## src/rtl/core/bsn_pkg.sv

```systemverilog
// Package for the membership bitmap with next-member iterator.
// Holds sizes, command/status codes, transfer structs and the FSM state type.
// No dependencies.
package bsn_pkg;

    // Set geometry
    localparam int SET_CAPACITY = 1024;
    localparam int WORD_BITS    = 64;
    localparam int WORD_COUNT   = (SET_CAPACITY + WORD_BITS - 1) / WORD_BITS;
    localparam int WORD_W       = (WORD_COUNT > 1) ? $clog2(WORD_COUNT) : 1;
    localparam int BIT_W        = $clog2(WORD_BITS);
    localparam int POS_W        = $clog2(SET_CAPACITY);
    localparam int START_W      = POS_W + 1;
    localparam int FOUND_W      = WORD_W + BIT_W;

    // Field widths
    localparam int CMD_W     = 3;
    localparam int ELEMENT_W = 11;
    localparam int STATUS_W  = 2;
    localparam int NEXT_W    = 10;

    // Command codes
    typedef enum logic [CMD_W-1:0] {
        CMD_CLEAR      = 3'd0,
        CMD_ADD        = 3'd1,
        CMD_REMOVE     = 3'd2,
        CMD_CONTAINS   = 3'd3,
        CMD_ITER_BEGIN = 3'd4,
        CMD_ITER_NEXT  = 3'd5
    } bsn_cmd_t;

    // Status codes
    typedef enum logic [STATUS_W-1:0] {
        STATUS_OK     = 2'd0,
        STATUS_RANGE  = 2'd1,
        STATUS_ABSENT = 2'd2
    } bsn_status_t;

    // Control FSM
    typedef enum logic [1:0] {
        ST_IDLE,
        ST_ACCESS,
        ST_SCAN,
        ST_FINISH
    } bsn_state_t;

    typedef struct packed {
        logic [CMD_W-1:0]     cmd;
        logic [ELEMENT_W-1:0] element;
    } bsn_request_t;

    typedef struct packed {
        logic [STATUS_W-1:0] status;
        logic                is_member;
        logic [NEXT_W-1:0]   next_element;
        logic                next_valid;
    } bsn_result_t;

    // Word store access from the controller
    typedef struct packed {
        logic                 rd_en;
        logic [WORD_W-1:0]    rd_addr;
        logic                 wr_en;
        logic [WORD_W-1:0]    wr_addr;
        logic [WORD_BITS-1:0] wr_data;
        logic                 clear_all;
    } bsn_store_req_t;

    // Index of the lowest set bit; 0 for an all-zero word
    function automatic logic [BIT_W-1:0] low_bit_index(input logic [WORD_BITS-1:0] w);
        logic [BIT_W-1:0] idx;
        idx = '0;
        for (int i = WORD_BITS - 1; i >= 0; i--) begin
            if (w[i]) begin
                idx = BIT_W'(i);
            end
        end
        return idx;
    endfunction

endpackage

```

## src/rtl/core/bsn_word_store.sv

```systemverilog
// Bitmap word memory with a registered read port and one write port.
// Per-word valid flops give all-zero contents after reset and after clear.
// Depends on bsn_pkg.
module bsn_word_store (
    input  logic                           clk,
    input  logic                           rst_n,
    input  bsn_pkg::bsn_store_req_t        req,
    output logic [bsn_pkg::WORD_BITS-1:0]  rd_data
);
    import bsn_pkg::*;

    logic [WORD_BITS-1:0] mem [WORD_COUNT];
    logic [WORD_COUNT-1:0] word_valid_reg;
    logic [WORD_BITS-1:0] rd_raw_reg;
    logic                 rd_valid_reg;

    // Memory array: write and registered read
    always_ff @(posedge clk)
    begin
        if (req.wr_en) begin
            mem[req.wr_addr] <= req.wr_data;
        end
        if (req.rd_en) begin
            rd_raw_reg <= mem[req.rd_addr];
        end
    end

    // Valid bits: a word never written since reset or clear reads as zero
    always_ff @(posedge clk or negedge rst_n)
    begin
        if (!rst_n) begin
            word_valid_reg <= '0;
            rd_valid_reg   <= 1'b0;
        end else begin
            if (req.clear_all) begin
                word_valid_reg <= '0;
            end else if (req.wr_en) begin
                word_valid_reg[req.wr_addr] <= 1'b1;
            end
            if (req.rd_en) begin
                rd_valid_reg <= word_valid_reg[req.rd_addr];
            end
        end
    end

    assign rd_data = rd_valid_reg ? rd_raw_reg : '0;

endmodule

```

## src/rtl/core/bitmap_set_with_next_iterator_top.sv

```systemverilog
// Membership bitmap of SET_CAPACITY elements with a forward iteration cursor.
// Top level: command FSM and read-modify-write datapath around bsn_word_store.
// Depends on bsn_pkg and bsn_word_store.
//
// A command is taken when start is high and busy is low. Every command gives
// exactly one result, shown for one cycle with done high; the receiver cannot
// stall it, and the next command may be started in the same cycle that done is
// high. Add, remove and contains read one word, then give the write-back or
// result; clear needs no word read.
// Iterate begin and iterate next scan the 64-bit words from the cursor to the
// next member, one word read per cycle through the single read port of the store.
// An iterate next whose cursor sits on the last element scans no word.
// Clear takes effect at once through per-word valid bits, with no sweep.
module bitmap_set_with_next_iterator_top (
    input  logic                  clk,
    input  logic                  rst_n,
    input  logic                  start,
    output logic                  busy,
    input  bsn_pkg::bsn_request_t request,
    output logic                  done,
    output bsn_pkg::bsn_result_t  result
);
    import bsn_pkg::*;

    bsn_state_t           state_reg, state_next;
    logic [CMD_W-1:0]     cmd_reg, cmd_next;
    logic [ELEMENT_W-1:0] element_reg, element_next;
    logic [POS_W-1:0]     cursor_pos_reg, cursor_pos_next;
    logic                 cursor_valid_reg, cursor_valid_next;
    logic [WORD_W-1:0]    scan_word_reg, scan_word_next;
    logic [BIT_W-1:0]     scan_bit_reg, scan_bit_next;
    logic                 done_reg, done_next;
    bsn_result_t          result_reg, result_next;

    bsn_store_req_t       store_req;
    logic [WORD_BITS-1:0] word_data;

    // Request decode in the accepting cycle
    logic                 req_in_range;
    logic [WORD_W-1:0]    req_word;
    logic [START_W-1:0]   iter_start;
    logic                 iter_start_ok;

    // Datapath on the word read back
    logic                 elem_bit;
    logic [WORD_BITS-1:0] bit_mask;
    logic [WORD_BITS-1:0] scan_masked;
    logic [FOUND_W-1:0]   found_idx;
    logic                 found_ok;
    logic                 last_word;

    bsn_word_store u_store (
        .clk     (clk),
        .rst_n   (rst_n),
        .req     (store_req),
        .rd_data (word_data)
    );

    // Request decode
    always_comb
    begin
        req_in_range  = 32'(request.element) < SET_CAPACITY;
        req_word      = WORD_W'(32'(request.element) >> BIT_W);
        if (request.cmd == CMD_ITER_BEGIN || !cursor_valid_reg) begin
            iter_start = '0;
        end else begin
            iter_start = {1'b0, cursor_pos_reg} + START_W'(1);
        end
        iter_start_ok = (32'(iter_start) >> BIT_W) < WORD_COUNT;
    end

    // Word datapath
    always_comb
    begin
        bit_mask    = WORD_BITS'(1) << element_reg[BIT_W-1:0];
        elem_bit    = (word_data & bit_mask) != '0;
        scan_masked = word_data & ({WORD_BITS{1'b1}} << scan_bit_reg);
        found_idx   = {scan_word_reg, low_bit_index(scan_masked)};
        found_ok    = 32'(found_idx) < SET_CAPACITY;
        last_word   = scan_word_reg == WORD_W'(WORD_COUNT - 1);
    end

    // Next state
    always_comb
    begin
        state_next = state_reg;
        unique case (state_reg)
            ST_IDLE:
            begin
                if (start) begin
                    case (request.cmd) inside
                        CMD_ADD, CMD_REMOVE, CMD_CONTAINS:
                            state_next = req_in_range ? ST_ACCESS : ST_FINISH;
                        CMD_ITER_BEGIN, CMD_ITER_NEXT:
                            state_next = iter_start_ok ? ST_SCAN : ST_FINISH;
                        default:
                            state_next = ST_FINISH;
                    endcase
                end
            end
            ST_ACCESS:
                state_next = ST_IDLE;
            ST_SCAN:
            begin
                if (scan_masked != '0 || last_word) begin
                    state_next = ST_IDLE;
                end
            end
            ST_FINISH:
                state_next = ST_IDLE;
            default:
                state_next = ST_IDLE;
        endcase
    end

    // Outputs and datapath registers
    always_comb
    begin
        cmd_next          = cmd_reg;
        element_next      = element_reg;
        cursor_pos_next   = cursor_pos_reg;
        cursor_valid_next = cursor_valid_reg;
        scan_word_next    = scan_word_reg;
        scan_bit_next     = scan_bit_reg;
        done_next         = 1'b0;
        result_next       = result_reg;
        store_req         = '0;

        unique case (state_reg)
            ST_IDLE:
            begin
                if (start) begin
                    cmd_next          = request.cmd;
                    element_next      = request.element;
                    scan_word_next    = WORD_W'(iter_start >> BIT_W);
                    scan_bit_next     = iter_start[BIT_W-1:0];
                    store_req.rd_en   = 1'b1;
                    store_req.rd_addr = (request.cmd == CMD_ITER_BEGIN ||
                                         request.cmd == CMD_ITER_NEXT)
                                        ? WORD_W'(iter_start >> BIT_W) : req_word;
                end
            end
            // Single-word read-modify-write; write lands before the next read
            ST_ACCESS:
            begin
                done_next         = 1'b1;
                result_next       = '0;
                store_req.wr_addr = WORD_W'(32'(element_reg) >> BIT_W);
                case (cmd_reg) inside
                    CMD_ADD:
                    begin
                        store_req.wr_en   = 1'b1;
                        store_req.wr_data = word_data | bit_mask;
                    end
                    CMD_REMOVE:
                    begin
                        if (elem_bit) begin
                            store_req.wr_en   = 1'b1;
                            store_req.wr_data = word_data & ~bit_mask;
                        end else begin
                            result_next.status = STATUS_ABSENT;
                        end
                    end
                    CMD_CONTAINS:
                        result_next.is_member = elem_bit;
                    default:
                        result_next = '0;
                endcase
            end
            // One word per cycle until a member or the end of the set
            ST_SCAN:
            begin
                if (scan_masked != '0 || last_word) begin
                    done_next   = 1'b1;
                    result_next = '0;
                    if (scan_masked != '0 && found_ok) begin
                        cursor_pos_next          = POS_W'(found_idx);
                        cursor_valid_next        = 1'b1;
                        result_next.next_element = NEXT_W'(found_idx);
                        result_next.next_valid   = 1'b1;
                    end else begin
                        cursor_pos_next   = '0;
                        cursor_valid_next = 1'b0;
                    end
                end else begin
                    store_req.rd_en   = 1'b1;
                    store_req.rd_addr = scan_word_reg + WORD_W'(1);
                    scan_word_next    = scan_word_reg + WORD_W'(1);
                    scan_bit_next     = '0;
                end
            end
            // Commands that need no word read
            ST_FINISH:
            begin
                done_next   = 1'b1;
                result_next = '0;
                case (cmd_reg) inside
                    CMD_CLEAR:
                    begin
                        store_req.clear_all = 1'b1;
                        cursor_pos_next     = '0;
                        cursor_valid_next   = 1'b0;
                    end
                    CMD_ADD, CMD_REMOVE:
                        result_next.status = STATUS_RANGE;
                    CMD_ITER_BEGIN, CMD_ITER_NEXT:
                    begin
                        cursor_pos_next   = '0;
                        cursor_valid_next = 1'b0;
                    end
                    default:
                        result_next = '0;
                endcase
            end
            default:
                result_next = result_reg;
        endcase
    end

    // Control registers
    always_ff @(posedge clk or negedge rst_n)
    begin
        if (!rst_n) begin
            state_reg        <= ST_IDLE;
            cursor_pos_reg   <= '0;
            cursor_valid_reg <= 1'b0;
            done_reg         <= 1'b0;
        end else begin
            state_reg        <= state_next;
            cursor_pos_reg   <= cursor_pos_next;
            cursor_valid_reg <= cursor_valid_next;
            done_reg         <= done_next;
        end
    end

    // Payload registers
    always_ff @(posedge clk)
    begin
        cmd_reg       <= cmd_next;
        element_reg   <= element_next;
        scan_word_reg <= scan_word_next;
        scan_bit_reg  <= scan_bit_next;
        result_reg    <= result_next;
    end

    assign busy   = state_reg != ST_IDLE;
    assign done   = done_reg;
    assign result = result_reg;

    // Checks
    a_accept_busy: assert property (@(posedge clk) disable iff (!rst_n)
        start && !busy |=> busy)
        else $error("accepted command did not raise busy");

    a_done_single: assert property (@(posedge clk) disable iff (!rst_n)
        done |=> !done)
        else $error("two results on consecutive cycles");

    a_done_after_work: assert property (@(posedge clk) disable iff (!rst_n)
        done |-> $past(busy))
        else $error("result without a command in flight");

    a_found_ok_status: assert property (@(posedge clk) disable iff (!rst_n)
        done && result.next_valid |-> result.status == STATUS_OK && !result.is_member)
        else $error("iterate hit carries a status or membership flag");

    a_cursor_on_hit: assert property (@(posedge clk) disable iff (!rst_n)
        done && result.next_valid |-> cursor_valid_reg)
        else $error("iterate hit left the cursor invalid");

endmodule
```

## config.mk

```make
export PLATFORM = sky130hd
export DESIGN_NAME = bitmap_set_with_next_iterator_top
export DESIGN_NICKNAME = d
export VERILOG_FILES = /design/src/rtl/core/bsn_pkg.sv /design/src/rtl/core/bsn_word_store.sv /design/src/rtl/core/bitmap_set_with_next_iterator_top.sv
export SDC_FILE = /design/constraint.sdc
export NUM_CORES = 2
export LEC_CHECK = 0
export ABC_AREA = 1
export BUFFER_PORTS_ARGS = -buffer_cell sky130_fd_sc_hd__buf_2
export CORE_UTILIZATION = 63
export CTS_BUF_LIST = sky130_fd_sc_hd__clkbuf_16
export CTS_CLUSTER_DIAMETER = 30
export DETAILED_ROUTE_END_ITERATION = 8
export PLACE_DENSITY = 0.79
export SYNTH_ARGS = -nofsm -noshare
export SYNTH_HDL_FRONTEND = slang
export SYNTH_SLANG_ARGS = --single-unit
```

## constraint.sdc

```tcl
create_clock -name clk -period 6.94 [get_ports clk]
set_clock_uncertainty 0.2 [all_clocks]
set_input_delay 1.388 -clock clk [delete_from_list [all_inputs] [get_ports clk]]
set_output_delay 1.388 -clock clk [all_outputs]
set_load 0.005 [all_outputs]
```

==> metrics.cfg <==
[sta]
finalMaxSlewViolations = 0
setup_tns_ns = 0
final-setup-viol-count = 0
slew_headroom = 0.1759
setup_ws_ns = 1.429
worstMarginPinSlew_ns = 1.234
period_share = 0.7941
rsz0062_at_grt = no
hold_viol_final = 0
fin_crit_ns = 5.511
fmax_mhz = 181.5

[power]
ir_drop_uv = 234.3
power_w = 0.01867
powerDensity_nw_per_um2 = 331.9
p_leak_nw = 21.04

[cells_and_area]
post-route-cell-area_um2 = 56250
largest_register_ffs = 1024
instances_no_fill = 5086
nets = 3973
antenna_cells = 0
final_cell_mix = 1125 x edfxtp_1, 575 x nor2_1, 520 x o21ai_0
areaGrowthSynthToFinish_pct = 16.57
final_common_cell = edfxtp_1
final_layout_size_suffix_gt1_frac = 0.1782

[die]
core_um2 = 75820
io-pin-count = 33
dieWidth_um = 278.8
start_util = 0.6364
row_count = 101
die_area_um2 = 77700
die_h_um = 278.8

[clock_tree]
holdBufCountCts = 0
cts_tree = yes
clk_latency_ns = 0.77
cts_buffer_depth = 3
path_clk_slew_ns = 0.05
root_buffer = clkbuf_16
cts_buffers = 178
cts_sinks = 1156
htree_levels = 4
ctsResizeCount = 0
post_cts_buffers = 0

[critical_path]
cp_max_fo = 153
cp-end-kind = flop
crit_required_ns = 7.23
critical_path_class = flop to flop
worstSetupStartpointType = flop
arrival_ns = 5.80

[grt]
grt-ovfl-total = 0
grt_usage = 0.3400
grt_first_pass_wirelength_um = 196200
grt_start_max_net_pins = 206
grt_pass1_vias = 32622
antenna_found_initial = 1

[detailed_routing]
num_vias = 33635
wire_per_inst_um = 26.07
drt-pass1-iter-count = 6
drt_wl_total_um = 132600
ant_nets = 0
drt-initial-drc-count = 5110
drc = 0
drt-vias-per-instance = 6.613

[worst_hold_path]
hp-class = flop to flop

[place]
place.gp.congestion = 1.005
io_buffers = 32
dp.cells = 4752
dp_hpwl_um = 69680
dpl_cell_area_um2 = 50030
dp_slack_ns = 1.626

[yosys]
ys_types = 40
postSynthAreaPerCell_um2 = 12.46
synth_top_area_cell = edfxtp_1
synth_top_area_frac = 0.7001
postSynthCellCount = 3873
syn_area_um2 = 48250
syn-num-nets = 3892
yosysWarnings = 0
seq_area_frac_synth = 0.7162
ys_ff_latch = 1156
ys_top_cells_by_area = edfxtp_1 70%, o21ai_0 5.4%, nor2_1 4.6%, o221ai_1 4.0%, or2_2 2.8%

[outcome]
outcome = complete, no violations

[run]
drv_cap = 0

## stage by stage
stage	hold WS [ns]	utilization
global route	0.3157	0.7419
floorplan	0.2756	-
CTS	0.3057	0.7419
finish	0.3037	0.7419
detailed placement	0.2904	0.6598
global placement	0.2841	0.6598
## where the power goes
part	internal [W]	total [W]	switching, W
clock network	0.00559	0.00902	0.00343
registers	0.00776	0.00789	0.000125
logic	0.000514	0.00176	0.00125
## Yosys cell counts
master	count
edfxtp_1	1125
nor2_1	593
o21ai_0	521
nand2_1	337
clkbuf_1	227
o221ai_1	219
or2_2	217
inv_1	156
nand3_1	121
a211oi_1	62
o211ai_1	49
o32ai_1	40
dfrtp_1	31
a21oi_1	24
nor3_1	21
nand4_1	19
buf_1	16
o21ba_2	13
o22ai_1	13
buf_2	11
nor4_1	9
clkinv_1	5
o21bai_1	5
o31ai_1	5
a2111oi_0	4
a22o_1	4
a31oi_1	3
inv_2	3
o2111ai_1	3
a21boi_0	2
ha_1	2
nand3b_1	2
o2111a_1	2
o21ai_1	2
o21ai_2	2
nand2_2	1
nor2_4	1
nor3b_1	1
o2bb2ai_1	1
xor2_1	1
## layout make-up
type                       count  area [um^2]
sequential                  1156        34560
tap                          978         1224
clock inverter               154         1720
clock buffer                 180         4504
timing repair buffer         155         1259
inverter                     164        629.4
fill                        4434        19570
multi-input combinational   2299        12350
## cells by family after synthesis
logic type	Yosys count	synth area share
compound gates	974	0.1307
xor+xnor	1	0.0001815
fa+ha+maj	2	0.0005185
buf+inv	418	0.03280
flops	1156	0.7162
simple gates	1322	0.1197
## routing by layer
layer,global-route usage,up-vias,share of wire
li1,-,14572,-
met1,0.4748,16400,0.38
met2,0.5401,2351,0.48
met3,0.06359,312,0.12
met4,0.1220,0,0.029
met5,0,-,0
## worst paths after layout
| path | start | endpoint | slack [ns] | cells after the start |
|---|---|---|---|---|
| max | scan_bit_reg[3] | u_store.rd_raw_reg[57] | 1.43 | 20 |
| min | u_store.word_valid_reg[5] | u_store.word_valid_reg[5] | 0.30 | 1 |
| max reg2reg | scan_bit_reg[3] | u_store.rd_raw_reg[57] | 1.43 | 20 |
| min reg2reg | u_store.word_valid_reg[5] | u_store.word_valid_reg[5] | 0.30 | 1 |
| max in group asynchronous | rst_n | u_store.rd_valid_reg | 5.49 | 1 |
| min in group asynchronous | rst_n | state_reg[0] | 0.50 | 1 |
## worst max-delay path: stages (launching register included)
cell	delay, ns
edfxtp_1	0.70
nand2_1	0.33
o21ai_0	0.25
nor2_1	0.08
nand2_1	0.09
nand2_1	0.11
nor2_1	0.15
nand2_1	0.09
nor4_1	0.55
nand2_1	0.10
nor2_1	0.25
nand2_1	0.21
nor2_1	0.17
nand2_1	0.11
nand2_4	0.27
inv_8	0.32
buf_12	0.35
o21ai_0	0.30
o221ai_1	0.19
o211ai_1	0.17
nand2_1	0.10
Note: power is estimated with default switching activity, not from simulation.
